File: config.mk
export PLATFORM = sky130hd
export DESIGN_NAME = ilbm_body_rle_unpacker
export DESIGN_NICKNAME = d
export VERILOG_FILES = /design/src/design/ilbmrle_pkg.sv /design/src/design/ilbm_body_rle_unpacker.sv
export SDC_FILE = /design/constraint.sdc
export NUM_CORES = 1
export LEC_CHECK = 0
export BUFFER_PORTS_ARGS = -buffer_cell sky130_fd_sc_hd__clkbuf_2
export CELL_PAD_IN_SITES_DETAIL_PLACEMENT = 1
export CELL_PAD_IN_SITES_GLOBAL_PLACEMENT = 1
export CORE_MARGIN = 2
export CORE_UTILIZATION = 35
export DETAILED_ROUTE_END_ITERATION = 7
export GPL_TIMING_DRIVEN = 0
export PLACE_DENSITY = 0.65
export RECOVER_POWER = 50
export SETUP_SLACK_MARGIN = 0.4
export SLEW_MARGIN = 20
export SYNTH_ARGS = -nofsm -noshare
export SYNTH_HDL_FRONTEND = slang
export SYNTH_SLANG_ARGS = --single-unit
export TNS_END_PERCENT = 1
File: constraint.sdc
create_clock -name clk -period 24.8 [get_ports clk]
set_input_delay 3.72 -clock clk [delete_from_list [all_inputs] [get_ports clk]]
set_output_delay 3.72 -clock clk [all_outputs]
set_load 0.01 [all_outputs]
File: src/design/ilbmrle_pkg.sv
// package for the ilbm body run unpacker
// holds field widths, default sizes, register indexes, reset values, header codes and the decode phase type
// no dependencies
package ilbmrle_pkg;

	localparam int CFG_DATA_W     = 11;
	localparam int CFG_IDX_W      = 3;
	localparam int OFS_W          = 20;
	localparam int DEF_MAX_WIDTH  = 1024;
	localparam int DEF_MAX_HEIGHT = 1024;

	localparam logic [CFG_DATA_W-1:0] RST_SRC_WIDTH  = 11'd320;
	localparam logic [CFG_DATA_W-1:0] RST_SRC_HEIGHT = 11'd240;
	localparam logic [CFG_DATA_W-1:0] RST_CLIP_WIDTH = 11'd320;
	localparam logic [CFG_DATA_W-1:0] RST_CLIP_HEIGHT = 11'd240;

	localparam logic [7:0] HDR_NOP = 8'd128;
	localparam logic [8:0] REP_BIAS = 9'd257;

	typedef enum logic [CFG_IDX_W-1:0] {
		REG_SRC_WIDTH   = 3'd0,
		REG_SRC_HEIGHT  = 3'd1,
		REG_CLIP_WIDTH  = 3'd2,
		REG_CLIP_HEIGHT = 3'd3,
		REG_COMPRESSED  = 3'd4
	} cfg_reg_t;

	typedef enum logic [1:0] {
		PH_HEADER  = 2'd0,
		PH_LITERAL = 2'd1,
		PH_REPEAT  = 2'd2,
		PH_DISCARD = 2'd3
	} phase_t;

endpackage

File: src/design/ilbm_body_rle_unpacker.sv
// top level of the ilbm body run unpacker: byterun1 decoder with row clipping
// depends on ilbmrle_pkg
//
// usage:
//  in channel (in_valid/in_ready/data_byte) carries one body byte per transaction.
//  out channel (out_valid/out_ready) carries one run per transaction: pixel,
//  run_length, dest_offset, image_done and run_overflow. header bytes, discarded
//  literal bytes and clipped columns give no run.
//  config port (cfg_en/cfg_index/cfg_data) writes a register; write
//  only while no byte is in flight. sizes are clamped to 1..MAX as they are stored.
//  result: a run is registered and shows on the out channel in the cycle after its byte is taken.
//  throughput: one byte per cycle while in_ready is high; the state update and the run
//  are formed combinationally from the state registers into the result register.
//  stall: in_ready stays high while the result register is empty or being taken,
//  so a held result blocks the input only for the cycles that out_ready is low.
//  reset: registers return to their defaults (320 x 240, compressed), the decoder
//  waits for a header at row 0 column 0. after the last destination byte all
//  further bytes are taken and dropped until the next reset.
module ilbm_body_rle_unpacker #(
	parameter int MAX_WIDTH  = ilbmrle_pkg::DEF_MAX_WIDTH,
	parameter int MAX_HEIGHT = ilbmrle_pkg::DEF_MAX_HEIGHT
) (
	input  logic                                clk,
	input  logic                                arst_n,
	input  logic                                cfg_en,
	input  logic [ilbmrle_pkg::CFG_IDX_W-1:0]   cfg_index,
	input  logic [ilbmrle_pkg::CFG_DATA_W-1:0]  cfg_data,
	input  logic                                in_valid,
	output logic                                in_ready,
	input  logic [7:0]                          data_byte,
	output logic                                out_valid,
	input  logic                                out_ready,
	output logic [7:0]                          pixel,
	output logic [7:0]                          run_length,
	output logic [ilbmrle_pkg::OFS_W-1:0]       dest_offset,
	output logic                                image_done,
	output logic                                run_overflow
);
	import ilbmrle_pkg::*;

	localparam int CW = $clog2(MAX_WIDTH + 1);
	localparam int HW = $clog2(MAX_HEIGHT + 1);
	localparam int CS = (CW + 1 > 9) ? CW + 1 : 9;

	function automatic logic [CW-1:0] eff_w(input logic [CFG_DATA_W-1:0] v);
		if (v == '0)
			return CW'(1);
		else if (int'(v) > MAX_WIDTH)
			return CW'(MAX_WIDTH);
		else
			return CW'(v);
	endfunction

	function automatic logic [HW-1:0] eff_h(input logic [CFG_DATA_W-1:0] v);
		if (v == '0)
			return HW'(1);
		else if (int'(v) > MAX_HEIGHT)
			return HW'(MAX_HEIGHT);
		else
			return HW'(v);
	endfunction

	// configuration, stored already clamped
	logic [CW-1:0] sw_q, cw_q;
	logic [HW-1:0] sh_q, ch_q;
	logic          comp_q;

	// decoder state
	phase_t          phase_q, phase_n;
	logic [7:0]      lit_q, lit_n;
	logic [7:0]      rep_q, rep_n;
	logic [CW-1:0]   col_q, col_n;
	logic [HW-1:0]   row_q, row_n;
	logic [OFS_W-1:0] base_q, base_n;
	logic            fin_q, fin_n;

	// result register
	logic             out_valid_q;
	logic [7:0]       pixel_q, len_q;
	logic [OFS_W-1:0] ofs_q;
	logic             done_q, ovf_q;

	logic [CW-1:0]    ew;
	logic [HW-1:0]    eh;
	logic             in_fire;
	logic             wrap;
	logic [HW-1:0]    row0;
	logic [CW-1:0]    col0;
	logic [OFS_W-1:0] ofs;
	logic             last_row;
	logic [7:0]       lit_dec;
	logic [CW-1:0]    room, vis;
	logic [7:0]       rep_len, vis_len;
	logic             rep_ovf;
	logic             emit;
	logic [7:0]       o_len;
	logic             o_ovf, o_done;
	logic             adv;
	logic [7:0]       step_len;
	logic [CS-1:0]    col1;
	logic             nr;
	logic [1:0]       rows_add;
	logic [OFS_W-1:0] base_inc;

	assign ew = (sw_q < cw_q) ? sw_q : cw_q;
	assign eh = (sh_q < ch_q) ? sh_q : ch_q;

	assign in_ready = !out_valid_q || out_ready;
	assign in_fire  = in_valid && in_ready;

	assign wrap     = col_q >= sw_q;
	assign row0     = wrap ? row_q + HW'(1) : row_q;
	assign col0     = wrap ? '0 : col_q;
	assign ofs      = base_q + (wrap ? OFS_W'(ew) : OFS_W'(col_q));
	assign last_row = ({1'b0, row0} + (HW+1)'(1)) == {1'b0, eh};
	assign lit_dec  = lit_q - 8'd1;

	// repeat run: clamp to the source row and to the visible part
	assign room    = sw_q - col0;
	assign rep_len = ({{(CS-8){1'b0}}, rep_q} < CS'(room)) ? rep_q :
	                 ((CS'(room) == '0) ? 8'd1 : 8'(room));
	assign rep_ovf = {{(CS-8){1'b0}}, rep_q} > CS'(room);
	assign vis     = ew - col0;
	assign vis_len = ({{(CS-8){1'b0}}, rep_len} < CS'(vis)) ? rep_len : 8'(vis);

	assign col1   = CS'(col0) + CS'(step_len);
	assign o_done = last_row && ((CS'(col0) + CS'(o_len)) >= CS'(ew));

	always_comb begin
		phase_n  = phase_q;
		lit_n    = lit_q;
		rep_n    = rep_q;
		col_n    = col_q;
		row_n    = row_q;
		base_n   = base_q;
		fin_n    = fin_q;
		emit     = 1'b0;
		o_len    = 8'd1;
		o_ovf    = 1'b0;
		adv      = 1'b0;
		step_len = 8'd1;
		nr       = 1'b0;
		rows_add = 2'd0;
		base_inc = '0;
		if (!fin_q) begin
			if (row_q >= eh) begin
				fin_n = 1'b1;
			end else if (wrap && row0 >= eh) begin
				fin_n  = 1'b1;
				col_n  = '0;
				row_n  = row0;
				base_n = base_q + OFS_W'(ew);
			end else begin
				if (!comp_q) begin
					phase_n = PH_HEADER;
					lit_n   = '0;
					rep_n   = '0;
					adv     = 1'b1;
				end else begin
					case (phase_q)
						PH_HEADER: begin
							if (data_byte == HDR_NOP) begin
								phase_n = PH_HEADER;
							end else if (data_byte < HDR_NOP) begin
								lit_n   = data_byte + 8'd1;
								phase_n = PH_LITERAL;
							end else begin
								rep_n   = 8'(REP_BIAS - {1'b0, data_byte});
								phase_n = PH_REPEAT;
							end
						end
						PH_LITERAL: begin
							adv   = 1'b1;
							lit_n = lit_dec;
							o_ovf = (CS'(col0) + CS'(1) >= CS'(sw_q)) && (lit_dec != '0);
							if (lit_dec == '0)
								phase_n = PH_HEADER;
							if ((CS'(col0) + CS'(1) >= CS'(sw_q)) && (lit_dec != '0))
								phase_n = PH_DISCARD;
						end
						PH_REPEAT: begin
							adv      = 1'b1;
							step_len = rep_len;
							o_len    = vis_len;
							o_ovf    = rep_ovf;
							phase_n  = PH_HEADER;
							rep_n    = '0;
						end
						default: begin
							if (lit_q != '0)
								lit_n = lit_dec;
							if (lit_q == '0 || lit_dec == '0)
								phase_n = PH_HEADER;
						end
					endcase
				end
				if (adv) begin
					emit = col0 < ew;
					if (emit && o_done)
						fin_n = 1'b1;
					nr = !(emit && o_done) && (col1 >= CS'(sw_q));
				end
				rows_add = {1'b0, wrap} + {1'b0, nr};
				case (rows_add)
					2'd0:    base_inc = '0;
					2'd1:    base_inc = OFS_W'(ew);
					default: base_inc = OFS_W'(ew) << 1;
				endcase
				base_n = base_q + base_inc;
				row_n  = row0 + HW'(nr);
				if (nr)
					col_n = '0;
				else if (adv)
					col_n = col1[CW-1:0];
				else
					col_n = col0;
			end
		end
	end

	always_ff @(posedge clk or negedge arst_n) begin
		if (!arst_n) begin
			sw_q   <= eff_w(RST_SRC_WIDTH);
			sh_q   <= eff_h(RST_SRC_HEIGHT);
			cw_q   <= eff_w(RST_CLIP_WIDTH);
			ch_q   <= eff_h(RST_CLIP_HEIGHT);
			comp_q <= 1'b1;
		end else if (cfg_en) begin
			case (cfg_index)
				REG_SRC_WIDTH:   sw_q   <= eff_w(cfg_data);
				REG_SRC_HEIGHT:  sh_q   <= eff_h(cfg_data);
				REG_CLIP_WIDTH:  cw_q   <= eff_w(cfg_data);
				REG_CLIP_HEIGHT: ch_q   <= eff_h(cfg_data);
				REG_COMPRESSED:  comp_q <= cfg_data[0];
				default: ;
			endcase
		end
	end

	always_ff @(posedge clk or negedge arst_n) begin
		if (!arst_n) begin
			phase_q <= PH_HEADER;
			lit_q   <= '0;
			rep_q   <= '0;
			col_q   <= '0;
			row_q   <= '0;
			base_q  <= '0;
			fin_q   <= 1'b0;
		end else if (in_fire) begin
			phase_q <= phase_n;
			lit_q   <= lit_n;
			rep_q   <= rep_n;
			col_q   <= col_n;
			row_q   <= row_n;
			base_q  <= base_n;
			fin_q   <= fin_n;
		end
	end

	always_ff @(posedge clk or negedge arst_n) begin
		if (!arst_n) begin
			out_valid_q <= 1'b0;
		end else if (in_fire && emit) begin
			out_valid_q <= 1'b1;
		end else if (out_ready) begin
			out_valid_q <= 1'b0;
		end
	end

	always_ff @(posedge clk) begin
		if (in_fire && emit) begin
			pixel_q <= data_byte;
			len_q   <= o_len;
			ofs_q   <= ofs;
			done_q  <= o_done;
			ovf_q   <= o_ovf;
		end
	end

	assign out_valid    = out_valid_q;
	assign pixel        = pixel_q;
	assign run_length   = len_q;
	assign dest_offset  = ofs_q;
	assign image_done   = done_q;
	assign run_overflow = ovf_q;

	a_fin_sticky: assert property (@(posedge clk) disable iff (!arst_n)
		fin_q |=> fin_q)
		else $error("finished flag cleared without reset");

	a_len_range: assert property (@(posedge clk) disable iff (!arst_n)
		out_valid_q |-> (len_q != 8'd0) && (len_q <= 8'd128))
		else $error("run length out of range");

	a_done_fin: assert property (@(posedge clk) disable iff (!arst_n)
		out_valid_q && done_q |-> fin_q)
		else $error("image done shown while decoder not finished");

	a_lit_left: assert property (@(posedge clk) disable iff (!arst_n)
		(phase_q == PH_LITERAL) || (phase_q == PH_DISCARD) |-> lit_q != 8'd0)
		else $error("literal phase with nothing left");

endmodule

-- Yosys cells after proc, flatten, opt, wreduce, memory -nomap -nowiden
Index checks and enable logic that the tools add are counted.
W data, S select, Z words.
- add/subtract/negate cells: 15
- order comparisons: 14
- equal/unequal tests: 17
- muxes and demuxes: 66
- bitwise operators: 4
- reductions and logical operators: 32
- operators by type and width (cell ; count):
    $mux W8 ; 20
    $mux W11 ; 11
    $mux W20 ; 4
    $add A20 B11 Y20 ; 2
    $ge A12 B11 Y1 ; 3
    $ge A11 B11 Y1 ; 3
    $lt A11 B11 Y1 ; 3
    $add A11 B1 Y12 const B ; 2
    $add A11 B8 Y12 ; 2
    $pmux W12 S2 ; 1
    $pmux W8 S3 ; 1
    $logic_not A11 Y1 ; 2
    $lt A8 B11 Y1 ; 2
    $sub A11 B11 Y11 ; 2
    $add A20 B20 Y20 ; 1
    $mux W1 ; 20
    $logic_not A8 Y1 ; 2
    $pmux W8 S2 ; 1
    $reduce_bool A8 Y1 ; 2
    $eq A12 B11 Y1 ; 1
    $mux W2 ; 6
    $add A11 B1 Y11 ; 1
    $add A11 B1 Y11 const B ; 1
    $gt A11 B11 Y1 const B ; 1
    34 further kinds ; 54
- bits in registers: 145
- input port bits: 27
- logic and storage cells: 166

-- Logic depth before layout (Yosys ltp)
Gate-level depths: netlist of run 1.
- depth in word-level cells: 31
- mapped depth: 70

-- Least setup slack after synthesis of run 1
OpenSTA, ideal clock, no wires.
- kind: flip-flop to flip-flop
- start: register sw_q[8]
- end: register base_q[13]
- library setup time: 0.127 ns
- arrival: 13.027 ns
- slack: 11.646 ns
- cell stages (with the launch flop): 67
- path buffers: 3
- clock period less this slack: 13.154 ns
- cell sequence: dfstp_2 inv_1 ha_1 a21oi_1 o21a_1 o21ai_0 nor2_1 inv_1 clkbuf_1 nor2_1 ha_1 inv_1 fa_1 inv_1 ha_1 nor2b_1 o21a_1 o21ai_0 [... 31 more ...] nand4_1 o31a_1 buf_6 ha_1 a21oi_1 o22ai_1 ha_1 a21o_1 a21oi_1 o21bai_1 a21oi_1 o21bai_1 a21oi_1 nor2b_1 o31ai_1 a211o_1 nor2_1 xor2_1
- cells in the longest elaborated chain, start to end: 31
- RTL lines (element ; line ; RTL):
    from (decl) ; ilbm_body_rle_unpacker.sv:64 ; logic [CW-1:0] sw_q, cw_q;
    from (signal assigned) ; ilbm_body_rle_unpacker.sv:223 ; sw_q <= eff_w(RST_SRC_WIDTH);
    from (signal assigned) ; ilbm_body_rle_unpacker.sv:230 ; REG_SRC_WIDTH: sw_q <= eff_w(cfg_data);
    parallel branches: the longest is 10 deep, another holds $ge A11 B11 Y1 ; -- ;
    $mux W8 * ; ilbm_body_rle_unpacker.sv:148 ; end else if (wrap && row0 >= eh) begin
    $mux W8 * ; ilbm_body_rle_unpacker.sv:146 ; if (row_q >= eh) begin
    $mux W8 * ; ilbm_body_rle_unpacker.sv:145 ; if (!fin_q) begin
    net o_len[1] ; ilbm_body_rle_unpacker.sv:96 ; logic [7:0] o_len;
    $add A11 B8 Y12 * ; ilbm_body_rle_unpacker.sv:127 ; assign o_done = last_row && ((CS'(col0) + CS'(o_len)) >= CS'(ew));
    $ge A12 B11 Y1 * ; ilbm_body_rle_unpacker.sv:127 ;
    $logic_and A1 B1 Y1 * ; ilbm_body_rle_unpacker.sv:127 ;
    [... 7 more ...] ; -- ;
    $add A1 B1 Y2 * ; ilbm_body_rle_unpacker.sv:203 ; rows_add = {1'b0, wrap} + {1'b0, nr};
    $eq A2 B1 Y1 or $logic_not A2 Y1 (tied branches) ; ilbm_body_rle_unpacker.sv:204 ; case (rows_add)
    $pmux W12 S2 * ; ilbm_body_rle_unpacker.sv:204 ;
    $mux W20 * ; ilbm_body_rle_unpacker.sv:148 ;
    $mux W20 * ; ilbm_body_rle_unpacker.sv:146 ;
    $mux W20 * ; ilbm_body_rle_unpacker.sv:145 ;
    $add A20 B20 Y20 * ; ilbm_body_rle_unpacker.sv:209 ; base_n = base_q + base_inc;
    $mux W20 * ; ilbm_body_rle_unpacker.sv:148 ;
    to (signal assigned) ; ilbm_body_rle_unpacker.sv:255 ; base_q <= base_n;
    to (decl) ; ilbm_body_rle_unpacker.sv:74 ; logic [OFS_W-1:0] base_q, base_n;
Mark *: on every way through the listed nets, which the timed path passes. The select of a mux whose other input is x is not followed.
A chain may end at the register's enable or synchronous reset.

-- Worst setup path after layout of run 1
Ends and elaborated chain as after synthesis.

==> impl_metrics.yaml, run 1 <==
pwr:
  p_comb_share_pct: 67.3
  p_clk_share_pct: 13.0
  p_seq_share_pct: 19.6
  power.switching_mw: 1.032
  p_sw_share_pct: 50.22
  power.leakage_nw: 6.373
  peakVddDrop_uv: 65.11
  power.total_mw: 2.054
  p_int_mw: 1.023
  power.density_nw_per_um2: 141.9
outcome:
  violations: "capacitance limit, slew limit"
  status: "complete, but fails checks"
die:
  die_y_microns: 196.3
  rows: 70
  die_area_sq_um: 38530
  ioPinCount: 67
  initial_core_util_pct: 35.43
  core-area_sq_um: 36520
  dieWidth_microns: 196.3
layout:
  synthToLayoutAreaGrowth_pct: 11.89
  final_cells: 2046
  fill_cells: 4296
  nets: 1770
  seq_area_sq_um: 3835
  finish.utilization_pct: 39.64
  drive_above_1_share_pct: 9.316
  multi_input_area_sq_um: 8444
  n_antenna_cell: 0
worst_setup_path:
  path_class: "reg -> reg"
  startpoint: "sw_q[8]"
  crit_path_top_delay_cell: "a211oi_1"
  endpoint_kind: "flop"
  arrival_ns: 17.33
  r2r_start: "sw_q[8]"
  required_ns: 25.13
  path_common_cell: "a21oi_1"
  crit_fanout: 11
  cp-start-kind: "flop"
  critical-path-max-stage-delay_ns: 0.69
clocking:
  cts_sinks: 145
  clk_latency_ns: 0.47
  cts_root_buffer: "clkbuf_16"
  post-cts-setup-buffers: 0
  cts_buffer_depth: 2
  post_cts_resized: 0
  cts-hold-fix-buffers: 0
  cts_tree: "done"
  htreeDepth: 4
  clkTransAtPathRegs_ns: 0.07
  numCtsBuffers: 17
timing:
  fin_crit_ns: 16.99
  finClkSkew_ns: 0.02354
  worst_pin_slew_ns: 3.875
  hold_viol: 0
  drv_slew: 110
  rsz0062_at_grt: "false"
  relSlewSlack_pct: -158.3
  fin_tns_setup_ns: 0
  setup_viol: 0
  timing.final.crit_share_pct: 68.52
  fmax_mhz: 58.84
  layout_setup_ws_ns: 7.806
global_route:
  grt_max_degree: 69
  gr-max-usage-layer: "met2"
  grt_pass1_vias: 11800
  grt_use_met3_pct: 3.094
  grt_use_met1_pct: 28.00
  grt_pass1_wl_microns: 64470
  grtUsageMet2_pct: 35.97
  antenna_found_initial: 0
  grt_usage_pct: 21.49
  gr-total-overflow: 0
hold_path:
  hp-class: "reg -> reg"
  hold_start: "cw_q[6]"
detailed_routing:
  drt_iter0_drc: 503
  vias: 11210
  drtPass1Iterations: 5
  wl_per_cell_microns: 19.53
  drc_errors: 0
  avgViaCountPerCell: 5.481
  drt-total-wl_microns: 39960
  drtAntennaViolNets: 0
placement:
  numPortBuffers: 66
  post-place-cells: 2014
  place_ws_ns: 7.908
  gp_congestion: 0.9003
  dpl.hpwl_microns: 31960
synth:
  yosys.cell_count.top_type: "ha_1"
  synthCells: 1477
  synth.distinct_cells: 74
  seq_area_frac_synth_pct: 29.64
  async_reset_ff_share_pct: 73.79
  yosysWarnings: 0
  synth_top_cell_area_share_pct: 18.18
  synthesis.nets: 1682
  synth_edf_count: 38
  ys_top_cells_by_area: "dfrtp_1, ha_1, edfxtp_1, xnor2_1, a21oi_1"
  netlist_area_sq_um: 12940
  yosys_register_bits: 145
  ys.flop_type: "dfrtp_1"
  netlist_top_cells_count: "ha_1, nand2_1, inv_1"
  avgSynthCellArea_sq_um: 8.761
  synth_largest_area_cell: "dfrtp_1"
flow_run:
  cap_violations: 2
## worst max-delay path, delay by kind of cell, from the launching register on
kind	cells	cell delay (ns)
compound gates	29	7.18
xor+xnor	3	0.54
fa+ha+maj	9	2.82
simple gates	18	3.56
mux	1	0.41
flops	1	0.62
buf+inv	6	1.72
## registers in the layout, indices dropped and copies added (netlist names), 11 cells and up
signal	count
col_q	11
row_q	11
base_q	20
ch_q	11
sw_q	11
sh_q	11
cw_q	11
dest_offset	20
## layout make-up
| cell class | instances | area share [%] |
|---|---|---|
| clock inverters | 14 | 0.8987 |
| flip-flops and latches | 145 | 26.49 |
| multi-input cells | 1164 | 58.32 |
| repair buffers | 69 | 2.567 |
| plain buffers | 54 | 1.616 |
| well taps | 468 | 4.044 |
| inverters | 114 | 2.955 |
| clock buffers | 18 | 3.111 |
## power groups by stage
| stage | registers [mW] | logic (mW) | clock network [mW] |
|---|---|---|---|
| final | 0.403 | 1.38 | 0.268 |
| after detailed placement | 0.408 | 1.38 | 0 |
| after global placement | 0.407 | 1.33 | 0 |
| after floorplan | 0.394 | 0.995 | 0 |
| after CTS | 0.403 | 1.40 | 0.275 |
| after global routing | 0.414 | 1.56 | 0.284 |
## routing by layer
| metal | up-vias | wire [microns] |
|---|---|---|
| met4 | 0 | 1276 |
| met1 | 5493 | 18760 |
| met2 | 188 | 18730 |
| met5 | - | 0 |
| met3 | 63 | 1192 |
| li1 | 5470 | - |
## layout by cell type (no fill, tap or decap), types with 8 or more instances in the layout
| master | n |
|---|---|
| nand2_1 | 128 |
| a21oi_1 | 103 |
| nor2b_1 | 17 |
| edfxtp_1 | 38 |
| nand4_1 | 14 |
| clkbuf_2 | 52 |
| o22ai_1 | 12 |
| mux2_2 | 19 |
| nor3_1 | 25 |
| o211ai_1 | 10 |
| o21bai_1 | 24 |
| nand3_1 | 39 |
| dfrtp_1 | 94 |
| o31ai_2 | 8 |
| mux2i_1 | 22 |
| dfstp_2 | 13 |
| a211oi_1 | 12 |
| a31oi_1 | 10 |
| nand2b_1 | 31 |
| and2_1 | 11 |
| nor4_1 | 11 |
| o21a_1 | 20 |
| xor2_1 | 32 |
| o31ai_1 | 14 |
| nor2_1 | 91 |
| a21o_1 | 35 |
| and3_1 | 11 |
| ha_1 | 172 |
| o21ai_0 | 103 |
| inv_1 | 113 |
| clkbuf_1 | 56 |
| xnor2_1 | 90 |
| or3_1 | 15 |
| clkbuf_16 | 18 |
## per-stage QoR
step / cell area, sq um / hold slack [ns]
after floorplan: 12940 / 0.4607
after global placement: 13860 / 0.4752
after detailed placement: 13950 / 0.4874
after CTS: 14540 / 0.4972
after global routing: 14480 / 0.5074
final: 14480 / 0.4938
## cell families (layout without fill, tap and decap cells)
kind of cell / Yosys count / after routing / synth area share [%]
buffers and inverters: 168 / 269 / 5.115
AO/OA/AOI/OAI: 402 / 402 / 20.03
XOR/XNOR: 124 / 124 / 8.557
multiplexers: 42 / 42 / 3.442
AND/OR/NAND/NOR: 417 / 417 / 15.59
flip-flops: 145 / 145 / 29.64
adder cells (fa/ha/maj): 179 / 179 / 17.64
## path summary, 6_finish.rpt
kind,to,slack (ns),cells past startpoint
max,base_q[13],7.81,66
min,cw_q[6],0.49,2
max reg2reg,base_q[13],7.81,66
min reg2reg,cw_q[6],0.49,2
max in group asynchronous,lit_q[4],16.21,2
min in group asynchronous,ch_q[9],3.98,1
No activity file was read; power rests on OpenSTA's default activity.
==> run 2: changes to the inputs <==
- PLACE_DENSITY: 0.65 -> 0.68
- clock period: 24.8 -> 14.1 ns (I/O delays scaled with it)
==> impl_metrics.yaml, run 2 (same netlist as run 1, synthesis figures left out) <==
outcome:
  status: "complete, but fails checks"
  violations: "capacitance limit, slew limit"
global_route:
  grt_pass1_wl_microns: 65340
  gr-total-overflow: 0
  antenna_found_initial: 0
  grt_pass1_vias: 11910
  grt_usage_pct: 21.79
  grt_max_degree: 75
timing:
  hold_ws_ns: 0.4889
  drv_slew: 110
  worst_pin_slew_ns: 4.212
  rsz0062_at_grt: "false"
  fin_crit_ns: 13.06
  timing.final.crit_share_pct: 92.59
  hold_viol: 0
  fin_tns_setup_ns: 0
  setup_viol: 0
  relSlewSlack_pct: -180.8
  fmax_mhz: 76.60
  finClkSkew_ns: 0.01465
clocking:
  clk_latency_ns: 0.46
  cts_root_buffer: "clkbuf_16"
  cts-hold-fix-buffers: 0
  htreeDepth: 4
  cts_buffer_depth: 2
  clkTransAtPathRegs_ns: 0.07
  cts_sinks: 145
  numCtsBuffers: 17
  cts_tree: "done"
detailed_routing:
  vias: 11460
  wl_per_cell_microns: 19.88
  drtAntennaViolNets: 0
  avgViaCountPerCell: 5.530
  drc_errors: 0
  drt-total-wl_microns: 41220
  drt_iter0_drc: 521
  drtPass1Iterations: 5
worst_setup_path:
  crit_fanout: 10
  cp-start-kind: "flop"
  critical-path-max-stage-delay_ns: 0.47
  crit_path_top_delay_cell: "dfrtp_2"
  path_class: "reg -> reg"
  arrival_ns: 13.43
  required_ns: 14.47
  endpoint_kind: "flop"
  path_common_cell: "ha_1"
placement:
  dpl.hpwl_microns: 31740
  gp_congestion: 0.8644
  numPortBuffers: 66
  postPlaceCellArea_sq_um: 13950
layout:
  finish.instance_area_sq_um: 15080
  drive_above_1_share_pct: 14.83
  final_common_cell: "ha_1"
  synthToLayoutAreaGrowth_pct: 16.54
  layout_common_cells: "ha_1, nand2_1, inv_1"
  fill_cells: 4291
  nets: 1797
  n_antenna_cell: 0
die:
  rows: 70
  core-area_sq_um: 36520
  initial_core_util_pct: 35.43
  die_y_microns: 196.3
  die_area_sq_um: 38530
  dieWidth_microns: 196.3
  ioPinCount: 67
pwr:
  power.total_mw: 3.897
  power.density_nw_per_um2: 258.4
  peakVddDrop_uv: 121.3
  power.leakage_nw: 6.579
hold_path:
  hp-class: "reg -> reg"
flow_run:
  cap_violations: 2
run 2: metal layers:
metal  track usage [%]  up-vias  wire length [microns]
li1                  -     5520                      -
met1             28.63     5687                  19180
met2             37.34      210                  19990
met3             2.785       47                   1155
met4             6.510        0                    893
met5                 0        -                      0
run 2: final timing paths:
path	start	to	slack, ns	depth (start not counted)
min reg2reg	ch_q[4]	ch_q[4]	0.49	2
max	sw_q[1]	base_q[13]	1.04	65
min in group asynchronous	arst_n	ch_q[8]	2.26	1
max in group asynchronous	arst_n	col_q[0]	6.67	2
max reg2reg	sw_q[1]	base_q[13]	1.04	65
min	ch_q[4]	ch_q[4]	0.49	2
run 2: worst max-delay path, delay by kind of cell (launching register included):
kind,cells,cell delay (ns)
adders and majority gates,9,2.86
buffers and inverters,8,1.26
xor gates and xnor gates,3,0.52
DFF,1,0.47
and+or+nand+nor,15,2.36
AOI/OAI and AO/OA,30,5.48
run 2: timing repair:
| item | CTS | global route |
|---|---|---|
| buffers inserted | 12 | 15 |
| setup endpoints to repair | 31 | 15 |
| pin swaps | 11 | 23 |
| resized for setup | 49 | 46 |
run 2: metrics by stage:
step                      setup WS (ns)  instances  utilization (%)
after floorplan                  0.9461       1477                -
after global placement           -2.378       2011            37.94
after detailed placement         -2.723       2014            38.21
after CTS                        0.3932       2058            40.56
after global routing             0.2712       2073            41.29
final                             1.044       2073            41.29
run 2: layout make-up:
cell class | count | area, sq um | area share, %
clock inverters | 14 | 137.6 | 0.9126
multi-input cells | 1164 | 8802 | 58.37
plain buffers | 54 | 262.8 | 1.742
well taps | 468 | 585.6 | 3.883
flip-flops and latches | 145 | 3841 | 25.47
clock buffers | 18 | 450.4 | 2.987
inverters | 114 | 427.9 | 2.837
repair buffers | 96 | 573.1 | 3.800
run 2: where the power goes:
group	total [mW]	internal [mW]	switching, mW
clock	0.474	0.259	0.215
combinational	2.71	1.11	1.60
sequential	0.715	0.594	0.121
total	3.90	1.97	1.93
==> run 3: changes to the inputs <==
- GPL_TIMING_DRIVEN: 0 -> not set
==> impl_metrics.yaml, run 3 (same netlist as run 1, synthesis figures left out) <==
outcome:
  status: "complete, but fails checks"
  violations: "capacitance limit, slew limit"
clocking:
  cts_sinks: 145
  cts_tree: "done"
  htreeDepth: 4
  clkTransAtPathRegs_ns: 0.06
  numCtsBuffers: 17
  clk_latency_ns: 0.45
  cts_buffer_depth: 2
  cts_root_buffer: "clkbuf_16"
detailed_routing:
  drtPass1Iterations: 5
  vias: 11120
  drtAntennaViolNets: 0
  avgViaCountPerCell: 5.476
  drt-total-wl_microns: 39920
  wl_per_cell_microns: 19.65
  drc_errors: 0
  drt_iter0_drc: 472
timing:
  relSlewSlack_pct: -111.3
  setup_viol: 0
  hold_ws_ns: 0.4923
  fmax_mhz: 76.30
  hold_viol: 0
  rsz0062_at_grt: "true"
  timing.final.crit_share_pct: 92.95
  fin_crit_ns: 13.11
  worst_pin_slew_ns: 3.169
  finClkSkew_ns: 0.01154
  drv_slew: 110
worst_setup_path:
  critical-path-max-stage-delay_ns: 0.57
  path_class: "reg -> reg"
  crit_fanout: 13
  arrival_ns: 13.44
  crit_path_top_delay_cell: "dfstp_2"
  endpoint_kind: "flop"
  required_ns: 14.43
  path_common_cell: "ha_1"
  cp-start-kind: "flop"
die:
  die_area_sq_um: 38530
  core-area_sq_um: 36520
  ioPinCount: 67
  rows: 70
  dieWidth_microns: 196.3
  die_y_microns: 196.3
  initial_core_util_pct: 35.43
global_route:
  gr-total-overflow: 0
  grt_usage_pct: 21.40
  grt_pass1_vias: 11620
  grt_max_degree: 57
  antenna_found_initial: 0
  grt_pass1_wl_microns: 64170
placement:
  post-place-cells: 1991
  gp_congestion: 0.9231
  numPortBuffers: 66
  dpl.hpwl_microns: 31300
layout:
  n_antenna_cell: 0
  layout_common_cells: "ha_1, nand2_1, inv_1"
  final_cells: 2031
  fill_cells: 4265
  nets: 1755
  drive_above_1_share_pct: 10.68
  finish.utilization_pct: 39.92
  multi_input_area_sq_um: 8581
  synthToLayoutAreaGrowth_pct: 12.69
  seq_area_sq_um: 3835
  final_common_cell: "ha_1"
flow_run:
  cap_violations: 2
hold_path:
  hp-class: "reg -> reg"
pwr:
  peakVddDrop_uv: 126.5
  power.leakage_nw: 6.350
  power.density_nw_per_um2: 252.3
  power.total_mw: 3.679
## run 3: cell count changes in the layout (fill, tap and decap cells not counted), moves of 4 or more
cell	before	now
dfrtp_1	89	94
buf_4	29	39
inv_2	5	1
a21oi_1	89	94
dfrtp_2	5	0
a21oi_2	13	9
buf_2	7	1
inv_1	109	113
ha_1	166	171
clkbuf_2	51	16
ha_4	6	0
buf_1	4	0
## run 3: power by group
part / internal, mW / total [mW] / switching [mW]
Sequential: 0.594 / 0.736 / 0.142
Clock: 0.261 / 0.457 / 0.196
Combinational: 1.01 / 2.49 / 1.48
## run 3: path summary, 6_finish.rpt
check	startpoint	end	slack, ns	depth (start not counted)
worst min register to register	sh_q[5]	sh_q[5]	0.49	2
max in group asynchronous	arst_n	lit_q[3]	7.23	2
worst max-delay path	sw_q[6]	base_q[19]	0.99	67
min in group asynchronous	arst_n	ch_q[9]	2.70	1
worst min-delay path	sh_q[5]	sh_q[5]	0.49	2
worst max register to register	sw_q[6]	base_q[19]	0.99	67
## run 3: stage by stage
step | worst slack [ns] | instance area [sq um] | TNS [ns]
global route | 0.2325 | 14580 | 0
global placement | 0.4511 | 13890 | 0
CTS | 0.4422 | 14500 | 0
floorplan | 0.9461 | 12940 | 0
detailed placement | -0.01502 | 13890 | -0.01502
finish | 0.9941 | 14580 | 0
## run 3: metal layers
layer | wire, microns | global-route usage [%]
met5 | 0 | 0
met4 | 797 | 6.453
met3 | 1715 | 4.126
met2 | 18860 | 35.55
met1 | 18540 | 28.14
## run 3: what timing repair did
action                                  4_1_cts  5_1_grt
resized for setup                             9       26
pin swaps                                     0        8
endpoints found under the setup margin       11       15
gates cloned                                  0        1
hold buffers                                  0        0
setup buffers                                 0        7
## run 3: critical path: cells and delay by family (launching register included)
family / cells / cell delay [ns]
compound gates: 31 / 5.60
xor+xnor: 2 / 0.30
fa+ha+maj: 11 / 3.45
buf+inv: 6 / 0.70
flops: 1 / 0.57
mux: 1 / 0.37
simple gates: 16 / 1.97
## run 3: area by class of cell
class / count / share of cell area [%]
multi-input cells: 1164 / 58.85
flip-flops and latches: 145 / 26.30
well taps: 468 / 4.016
repair buffers: 108 / 3.981
clock buffers: 20 / 2.995
inverters: 114 / 2.935
clock inverters: 12 / 0.9267
